==> config.mk <==
export PLATFORM = sky130hd
export DESIGN_NAME = sexpr_lexer
export DESIGN_NICKNAME = d
export VERILOG_FILES = /design/src/sexpr_pkg.sv /design/src/sexpr_decode.sv /design/src/sexpr_lexer.sv
export SDC_FILE = /design/constraint.sdc
export NUM_CORES = 1
export LEC_CHECK = 0
export ABC_AREA = 1
export BUFFER_PORTS_ARGS = -buffer_cell sky130_fd_sc_hd__buf_2
export CORE_MARGIN = 1.5
export CORE_UTILIZATION = 40
export CTS_CLUSTER_SIZE = 20
export DETAILED_ROUTE_END_ITERATION = 10
export PLACE_DENSITY = 0.55
export SETUP_SLACK_MARGIN = 0.1
export SLEW_MARGIN = 5
export SYNTH_ARGS = -nofsm -noshare
export SYNTH_HDL_FRONTEND = slang
export SYNTH_HIERARCHICAL = 1
export SYNTH_SLANG_ARGS = --single-unit
==> constraint.sdc <==
create_clock -name aclk -period 4.5 [get_ports aclk]
set_clock_uncertainty 0.2 [all_clocks]
set_input_delay 0.675 -clock aclk [delete_from_list [all_inputs] [get_ports aclk]]
set_output_delay 0.675 -clock aclk [all_outputs]
set_load 0.02 [all_outputs]
==> src/sexpr_pkg.sv <==
// Types and constants shared by the s-expression lexer modules.
`default_nettype none

package sexpr_pkg;

    localparam int RUN_MAX     = 3;
    localparam int QUEUE_DEPTH = 4;
    localparam int QPTR_W      = $clog2(QUEUE_DEPTH);
    localparam int QCNT_W      = $clog2(QUEUE_DEPTH + 1);

    localparam logic OP_BYTE = 1'b0;
    localparam logic OP_EOL  = 1'b1;

    localparam logic [1:0] EV_CONTENT   = 2'd0;
    localparam logic [1:0] EV_CLOSE     = 2'd1;
    localparam logic [1:0] EV_LINE_DONE = 2'd2;

    localparam logic [2:0] TK_SYMBOL     = 3'd0;
    localparam logic [2:0] TK_STRING     = 3'd1;
    localparam logic [2:0] TK_LBRACKET   = 3'd2;
    localparam logic [2:0] TK_RBRACKET   = 3'd3;
    localparam logic [2:0] TK_APOSTROPHE = 3'd4;

    localparam logic [7:0] CH_LPAREN    = 8'h28;
    localparam logic [7:0] CH_RPAREN    = 8'h29;
    localparam logic [7:0] CH_QUOTE     = 8'h27;
    localparam logic [7:0] CH_SEMICOLON = 8'h3B;
    localparam logic [7:0] CH_DQUOTE    = 8'h22;
    localparam logic [7:0] CH_BACKSLASH = 8'h5C;
    localparam logic [7:0] CH_SPACE     = 8'h20;
    localparam logic [7:0] CH_TAB       = 8'h09;
    localparam logic [7:0] CH_CR        = 8'h0D;

    typedef enum logic [2:0] {
        MODE_NORMAL  = 3'b001,
        MODE_STRING  = 3'b010,
        MODE_COMMENT = 3'b100
    } mode_t;

    typedef struct packed {
        mode_t mode;
        logic  esc;
        logic  has;
    } lex_state_t;

    typedef struct packed {
        logic       last;
        logic [7:0] content_byte;
        logic [2:0] token_kind;
        logic [1:0] event_kind;
    } result_t;

    typedef struct packed {
        logic [1:0]               cnt;
        result_t [RUN_MAX-1:0]    res;
    } run_t;

endpackage

`default_nettype wire

==> src/sexpr_decode.sv <==
// Per-item lexer decode: results caused by one item and the next lexer state.
`default_nettype none

module sexpr_decode (
    input  wire logic                  opcode,
    input  wire logic [7:0]            char_byte,
    input  wire sexpr_pkg::lex_state_t cur,
    output sexpr_pkg::lex_state_t      nxt,
    output sexpr_pkg::run_t            run
);

    function automatic sexpr_pkg::result_t mk(input logic [1:0] ev, input logic [2:0] tk,
                                              input logic [7:0] b);
        sexpr_pkg::result_t r;
        r.last         = 1'b0;
        r.event_kind   = ev;
        r.token_kind   = tk;
        r.content_byte = b;
        return r;
    endfunction

    logic       is_space;
    logic       is_single;
    logic [2:0] single_tk;

    always_comb begin
        is_space  = (char_byte == sexpr_pkg::CH_SPACE) ||
                    ((char_byte >= sexpr_pkg::CH_TAB) && (char_byte <= sexpr_pkg::CH_CR));
        is_single = (char_byte == sexpr_pkg::CH_LPAREN) ||
                    (char_byte == sexpr_pkg::CH_RPAREN) ||
                    (char_byte == sexpr_pkg::CH_QUOTE);
        if (char_byte == sexpr_pkg::CH_LPAREN) begin
            single_tk = sexpr_pkg::TK_LBRACKET;
        end else if (char_byte == sexpr_pkg::CH_RPAREN) begin
            single_tk = sexpr_pkg::TK_RBRACKET;
        end else begin
            single_tk = sexpr_pkg::TK_APOSTROPHE;
        end
    end

    always_comb begin
        nxt     = cur;
        run.cnt = 2'd0;
        run.res = '0;
        if (opcode == sexpr_pkg::OP_EOL) begin
            if (cur.has) begin
                run.res[run.cnt] = mk(sexpr_pkg::EV_CLOSE,
                    (cur.mode == sexpr_pkg::MODE_STRING) ? sexpr_pkg::TK_STRING
                                                         : sexpr_pkg::TK_SYMBOL, 8'd0);
                run.cnt = run.cnt + 2'd1;
            end
            run.res[run.cnt] = mk(sexpr_pkg::EV_LINE_DONE, sexpr_pkg::TK_SYMBOL, 8'd0);
            run.cnt  = run.cnt + 2'd1;
            nxt.mode = sexpr_pkg::MODE_NORMAL;
            nxt.esc  = 1'b0;
            nxt.has  = 1'b0;
        end else begin
            case (cur.mode)
                sexpr_pkg::MODE_STRING: begin
                    if (char_byte == sexpr_pkg::CH_BACKSLASH && !cur.esc) begin
                        nxt.esc = 1'b1;
                    end else if (char_byte == sexpr_pkg::CH_DQUOTE && !cur.esc) begin
                        run.res[0] = mk(sexpr_pkg::EV_CLOSE, sexpr_pkg::TK_STRING, 8'd0);
                        run.cnt    = 2'd1;
                        nxt.mode   = sexpr_pkg::MODE_NORMAL;
                        nxt.has    = 1'b0;
                    end else begin
                        run.res[0] = mk(sexpr_pkg::EV_CONTENT, sexpr_pkg::TK_STRING,
                                        char_byte);
                        run.cnt    = 2'd1;
                        nxt.esc    = 1'b0;
                        nxt.has    = 1'b1;
                    end
                end
                sexpr_pkg::MODE_NORMAL: begin
                    if (is_single || is_space || char_byte == sexpr_pkg::CH_SEMICOLON ||
                        char_byte == sexpr_pkg::CH_DQUOTE) begin
                        // close any pending symbol first
                        if (cur.has) begin
                            run.res[0] = mk(sexpr_pkg::EV_CLOSE, sexpr_pkg::TK_SYMBOL, 8'd0);
                            run.cnt    = 2'd1;
                            nxt.has    = 1'b0;
                        end
                        if (is_single) begin
                            run.res[run.cnt] = mk(sexpr_pkg::EV_CONTENT, single_tk, char_byte);
                            run.cnt = run.cnt + 2'd1;
                            run.res[run.cnt] = mk(sexpr_pkg::EV_CLOSE, single_tk, 8'd0);
                            run.cnt = run.cnt + 2'd1;
                        end else if (char_byte == sexpr_pkg::CH_SEMICOLON) begin
                            nxt.mode = sexpr_pkg::MODE_COMMENT;
                        end else if (char_byte == sexpr_pkg::CH_DQUOTE) begin
                            nxt.mode = sexpr_pkg::MODE_STRING;
                            nxt.esc  = 1'b0;
                        end
                    end else begin
                        run.res[0] = mk(sexpr_pkg::EV_CONTENT, sexpr_pkg::TK_SYMBOL, char_byte);
                        run.cnt    = 2'd1;
                        nxt.has    = 1'b1;
                    end
                end
                default: begin
                    // comment: drop the byte
                end
            endcase
        end
        for (int i = 0; i < sexpr_pkg::RUN_MAX; i++) begin
            run.res[i].last = (run.cnt != 2'd0) && (2'(i) == run.cnt - 2'd1);
        end
    end

endmodule

`default_nettype wire

==> src/sexpr_lexer.sv <==
// Results are written into the registered result queue when their item is accepted.
// Throughput: one item per cycle while each item gives at most one result and the
// output is not stalled; an item that gives two or three results holds the input
// until the single-entry-per-cycle drain of the four-entry result queue makes room.
// Reset: synchronous, active low; clears lexer mode, escape, token flag and the queue.
`default_nettype none

module sexpr_lexer (
    input  wire logic       aclk,
    input  wire logic       aresetn,
    input  wire logic       s_tvalid,
    output logic            s_tready,
    input  wire logic [7:0] s_tdata,   // [7:0] char_byte
    input  wire logic       s_tuser,   // [0] opcode
    output logic            m_tvalid,
    input  wire logic       m_tready,
    output logic [7:0]      m_tdata,   // [7:0] content_byte
    output logic [4:0]      m_tuser,   // [1:0] event_kind, [4:2] token_kind
    output logic            m_tlast    // last_of_run
);

    sexpr_pkg::lex_state_t state_reg, state_next;
    sexpr_pkg::run_t       run;

    sexpr_pkg::result_t                   queue_reg [sexpr_pkg::QUEUE_DEPTH];
    logic [sexpr_pkg::QPTR_W-1:0]         wr_ptr_reg, wr_ptr_next;
    logic [sexpr_pkg::QPTR_W-1:0]         rd_ptr_reg, rd_ptr_next;
    logic [sexpr_pkg::QCNT_W-1:0]         count_reg, count_next;

    logic s_accept;
    logic m_accept;

    sexpr_decode u_decode (
        .opcode    (s_tuser),
        .char_byte (s_tdata),
        .cur       (state_reg),
        .nxt       (state_next),
        .run       (run)
    );

    // room for a full run even if nothing drains this cycle; hold off during reset
    assign s_tready = aresetn &&
                      (count_reg <= sexpr_pkg::QCNT_W'(sexpr_pkg::QUEUE_DEPTH -
                                                       sexpr_pkg::RUN_MAX));
    assign s_accept = s_tvalid && s_tready;
    assign m_tvalid = (count_reg != '0);
    assign m_accept = m_tvalid && m_tready;

    assign m_tdata  = queue_reg[rd_ptr_reg].content_byte;
    assign m_tuser  = {queue_reg[rd_ptr_reg].token_kind, queue_reg[rd_ptr_reg].event_kind};
    assign m_tlast  = queue_reg[rd_ptr_reg].last;

    always_comb begin
        wr_ptr_next = wr_ptr_reg;
        rd_ptr_next = rd_ptr_reg;
        count_next  = count_reg;
        if (s_accept) begin
            wr_ptr_next = wr_ptr_reg + sexpr_pkg::QPTR_W'(run.cnt);
            count_next  = count_next + sexpr_pkg::QCNT_W'(run.cnt);
        end
        if (m_accept) begin
            rd_ptr_next = rd_ptr_reg + sexpr_pkg::QPTR_W'(1);
            count_next  = count_next - sexpr_pkg::QCNT_W'(1);
        end
    end

    always_ff @(posedge aclk) begin
        if (!aresetn) begin
            state_reg.mode <= sexpr_pkg::MODE_NORMAL;
            state_reg.esc  <= 1'b0;
            state_reg.has  <= 1'b0;
            wr_ptr_reg     <= '0;
            rd_ptr_reg     <= '0;
            count_reg      <= '0;
        end else begin
            if (s_accept) begin
                state_reg <= state_next;
            end
            wr_ptr_reg <= wr_ptr_next;
            rd_ptr_reg <= rd_ptr_next;
            count_reg  <= count_next;
        end
    end

    always_ff @(posedge aclk) begin
        for (int i = 0; i < sexpr_pkg::RUN_MAX; i++) begin
            if (s_accept && (2'(i) < run.cnt)) begin
                queue_reg[wr_ptr_reg + sexpr_pkg::QPTR_W'(i)] <= run.res[i];
            end
        end
    end

endmodule

`default_nettype wire

# Word level (Yosys, flattened, before mapping)
# Memory sizes are Yosys's and may differ from the RTL's. A register that Yosys moved wholly into a read port is not among the register bits.
# Cells that the tools add are included.
# Widths: inputs -> output; s select.
[word_totals]
reg_bits = 12
ramBits = 56
inputBits = 13
out_inout_bits = 16
wordCells = 137
mem_count = 1
[memory_table]
columns = ["memory", "depth", "width", "read_ports", "rd_ports_with_merged_regs", "wr", "line", "rtl"]
rows = [
  ["queue_reg", 4, 14, 1, 1, 3, "sexpr_lexer.sv:25", "sexpr_pkg::result_t queue_reg [sexpr_pkg::QUEUE_DEPTH];"],
]
[op_classes]
n_addsub = 10
order_cmp = 12
eq_ne = 19
mux = 57
n_bitwise = 3
reduce_logical = 29
[op_table]
columns = ["cell", "n"]
rows = [
  ["$mux 14", 9],
  ["$mux 44", 2],
  ["$bwmux 42", 2],
  ["$demux 14 s2", 3],
  ["$mux 28", 2],
  ["$eq 8x6->1 const B", 6],
  ["$and 13x39->39", 1],
  ["$not 39->39", 1],
  ["$pmux 14 s2", 1],
  ["$mux 3", 7],
  ["$mux 1", 16],
  ["$logic_and 1x1->1", 15],
  ["$mux 2", 7],
  ["$reduce_and 7->1", 2],
  ["$mux 13", 1],
  ["$mux 4", 3],
  ["$ne 3x3->1 const B", 4],
  ["$add 2x1->2 const B", 5],
  ["$mux 5", 2],
  ["$pmux 5 s2", 1],
  ["$lt 2x3->1 const B", 3],
  ["$eq 8x7->1 const B", 1],
  ["$ge 8x4->1 const B", 1],
  ["$le 8x4->1 const B", 1],
  ["24 further kinds", 34],
]

# Depth between registers and ports, before layout
[depth]
depth_word = 23
depth_mapped = 21
mapped_depth_nobuf = 21

# Modules after synthesis
# The synthesis kept the hierarchy.
[by_module_without_submodules]
columns = ["module", "n_inst", "cells_per_inst", "area_per_inst_um2"]
rows = [
  ["sexpr_lexer", 1, 588, 4400.5],
  ["sexpr_decode", 1, 159, 808.3],
]

# Least setup slack after synthesis
# Ideal clock, no wire load.
[synth_timing]
kind = "in2reg"
startpoint = "input port s_tdata[1]"
endpoint = "register count_reg[1] in the netlist's numbering"
setup_ns = 0.115
arrival_ns = 2.911
required_ns = 4.185
slack_ns = 1.274
cell_stages = 20
path_buffers = 1
path_cell_list = "buf_6 > nor2_1 > inv_1 > nor3_1 > nor2_2 > nand2_2 > nand2_2 > nand2_4 > nand2_4 > ha_1 > inv_1 > fa_1 > o21ai_0 > inv_1 > ha_1 > nand2_1 > nand2_1 > inv_1 > o21ai_0 > inv_1"
[synth_lines]
columns = ["element", "line", "rtl"]
rows = [
  ["start, declared", "sexpr_lexer.sv:13", "input wire logic [7:0] s_tdata,"],
  ["end signal, assigned", "sexpr_lexer.sv:81", "count_reg <= count_next;"],
  ["end, declared", "sexpr_lexer.sv:28", "logic [sexpr_pkg::QCNT_W-1:0] count_reg, count_next;"],
]

==> impl_results.md <==
- Status: completed
- CP cell instances: buf_2 > inv_1 > nand2_1 > nor2_2 > nand2_2 > nand2_4 > nand2_2 > nand2_1 > nand4_1 > o211ai_1 > buf_4
- Static Leak: 2.35 nW
- Avg WL per Cell: 16.6 um
- Io pins: 29
- Initial Util: 41.1%
- Gr ovfl total: 0
- # rows: 41
- Critical path arrival: 3.33 ns
- Initial DRC count: 606
- CTS HTree Levels: 3
- Mapped Area: 5210 um^2
- Fillcell total: 1351
- Sequential cell area fraction in the yosys report: 37.7%
- Final period util: 77.5%
- Port Buffers: 28
- Antenna cells: 0
- Core area: 12700 um^2
- Min-Delay Path Class: register to register
- Post-route DRC: 0
- Final hold violation count: 0
- Final setup violation count: 0
- Post-CTS setup buffers: 0
- Num Clock Sinks: 70
- Most common cell after layout, fill and taps aside: nand2_1
- Clock Latency Late Sink: 0.34 ns
- Drt via density: 5.47
- Layout cells sized above 1: 12.8%
- Max IR drop VDD: 172 uV
- Rel. slew slack: 38.8%
- Post-route design area: 5700 um^2
- Non-Filler Instances: 937
- Final nets: 777
- Max Buffers Root-to-Sink: 2
- Vias in the first global route: 4847
- CTS buffer count: 9
- DP Area: 5410 um^2
- Detailed Route WL: 15500 um
- Most frequent cells in the layout: nand2_1, nand3_1, o21ai_0, inv_1, nor2_1
- Register area: 1960 um^2
- Pin count of the biggest net entering global routing: 57
- Gpl congestion: 0.890
- Placed Cells: 921
- Max Cap Viol: 0
- Initial antenna violation count: 0
- Worst setup EP type: register
- RSZ-0062 raised after global routing: no
- Yosys cell types: 36
- Drt pass-1 iters: 6
- Fmax: 287 MHz
- Clk root buf: clkbuf_16
- Die W: 117 um
- Peak fanout along the critical path: 17
- ANT nets after route: 0
- Worst slew pin tran: 0.917 ns
- Largest register FFs: 56
- #FFs+latches synth: 70
- TritonCTS clock tree: done
- Synthesis-to-finish area growth: 9.34%
- Area of the multi-input gates: 2670 um^2
- Clk slew on worst S/H paths: 0.05 ns
- Mapped Cells: 747
- Max stage delay cell, worst path: o211ai_1
- Power per cell area: 395 nW/um^2
- GRT Total Usage: 24.2%
- Setup Crit Path Kind: input pin to register
- Slowest cell delay on critical path: 0.89 ns
- Worst setup SP type: input pin
- Synth warn: 6
- Die ar.: 13700 um^2
- Worst EP required: 4.34 ns
- DR vias: 5124
- Sum Neg Setup Slack: 0 ns
- Final HPWL DP: 11000 um
- Tmin final: 3.49 ns
- Post-CTS Resized: 0
- Synth Area per Inst: 6.97 um^2
- Die Ht: 117 um
- Max Slew Vio Count: 0
- Hold-fix buffers at CTS: 0
- First-pass GRT wire length: 25000 um
-- worst max-delay path: cells and delay by family --
| kind | cells | cell delay [ns] |
|---|---|---|
| simple gates | 7 | 1.29 |
| buf+inv | 3 | 0.47 |
| compound gates | 1 | 0.89 |
-- metrics by stage --
stage / total power [mW] / setup WS [ns] / utilization, % / hold WS [ns]
2_1_floorplan: 1.35 / 1.27 / - / 0.233
3_3_place_gp: 1.57 / 0.765 / 42.7 / 0.254
3_5_place_dp: 1.58 / 0.686 / 42.7 / 0.263
4_1_cts: 2.27 / 1.04 / 44.9 / 0.280
5_1_grt: 2.39 / 0.739 / 44.9 / 0.298
6_report: 2.25 / 1.01 / 44.9 / 0.285
-- per-layer routing --
| metal | global-route usage, % | vias to the layer above | part of all wire [%] |
|---|---|---|---|
| met1 | 30.8 | 2346 | 42 |
| li1 | - | 2502 | - |
| met4 | 10.4 | 0 | 3.1 |
| met5 | 0 | - | 0 |
| met3 | 5.10 | 37 | 8.3 |
| met2 | 39.9 | 239 | 47 |
-- cells by family after synthesis --
| kind of cell | after synthesis | share of synthesized area (%) |
|---|---|---|
| flip-flops | 70 | 37.7 |
| buffers and inverters | 135 | 11.9 |
| AND/OR/NAND/NOR | 399 | 35.1 |
| other | 1 | 0.0720 |
| adder cells (fa/ha/maj) | 4 | 1.11 |
| AO/OA/AOI/OAI | 137 | 13.9 |
| XOR/XNOR | 1 | 0.168 |
-- cell usage after synthesis --
cell type / n / area (um^2)
nand2_2: 10 / 62.6
buf_2: 5 / 25.0
nor3_1: 7 / 35.0
buf_1: 1 / 3.75
nor2_8: 1 / 20.0
nand3_2: 5 / 50.1
conb_1: 1 / 3.75
xnor2_1: 1 / 8.76
nor2_2: 7 / 43.8
inv_1: 72 / 270
clkbuf_1: 21 / 78.8
o21bai_1: 1 / 7.51
nand2_4: 4 / 45.0
o211ai_1: 4 / 30.0
edfxtp_1: 56 / 1680
o21ai_1: 2 / 10.0
clkinv_1: 1 / 3.75
buf_6: 6 / 67.6
nand2_1: 170 / 638
nor3_2: 1 / 10.0
a21oi_1: 21 / 105
nand3_1: 124 / 621
o22ai_1: 14 / 87.6
inv_2: 12 / 45.0
nor2_4: 3 / 33.8
o221ai_1: 1 / 8.76
a21boi_0: 1 / 7.51
o21ai_0: 92 / 460
buf_4: 17 / 128
nor2_1: 64 / 240
dfxtp_1: 14 / 280
nand3_4: 1 / 17.5
ha_1: 3 / 37.5
fa_1: 1 / 20.0
o21ai_2: 1 / 8.76
nand4_1: 2 / 12.5
-- final timing paths --
| check | startpoint | end | slack, ns | depth (start not counted) |
|---|---|---|---|---|
| hold reg to reg | rd_ptr_reg[1]$_SDFFE_PN0P_ | rd_ptr_reg[1]$_SDFFE_PN0P_ | 0.29 | 2 |
| hold / removal | rd_ptr_reg[1]$_SDFFE_PN0P_ | rd_ptr_reg[1]$_SDFFE_PN0P_ | 0.29 | 2 |
| setup / recovery | s_tdata[7] | queue_reg[3][10]$_DFFE_PP_ | 1.01 | 11 |
| setup reg to reg | state_reg[2]$_SDFFE_PN1P_ | queue_reg[3][10]$_DFFE_PP_ | 1.11 | 7 |
-- layout make-up --
| cell class | count | area share, % |
|---|---|---|
| multi-input combinational | 553 | 46.8 |
| sequential | 70 | 34.4 |
| inverter | 85 | 5.60 |
| timing repair buffer | 41 | 4.39 |
| clock buffer | 11 | 4.09 |
| tap | 172 | 3.78 |
| clock inverter | 5 | 0.879 |
-- report_power, final --
group	internal [mW]	switching, mW
Clock	0.424	0.259
Combinational	0.221	0.540
Sequential	0.766	0.0372
(Power assumes the default switching activity.)
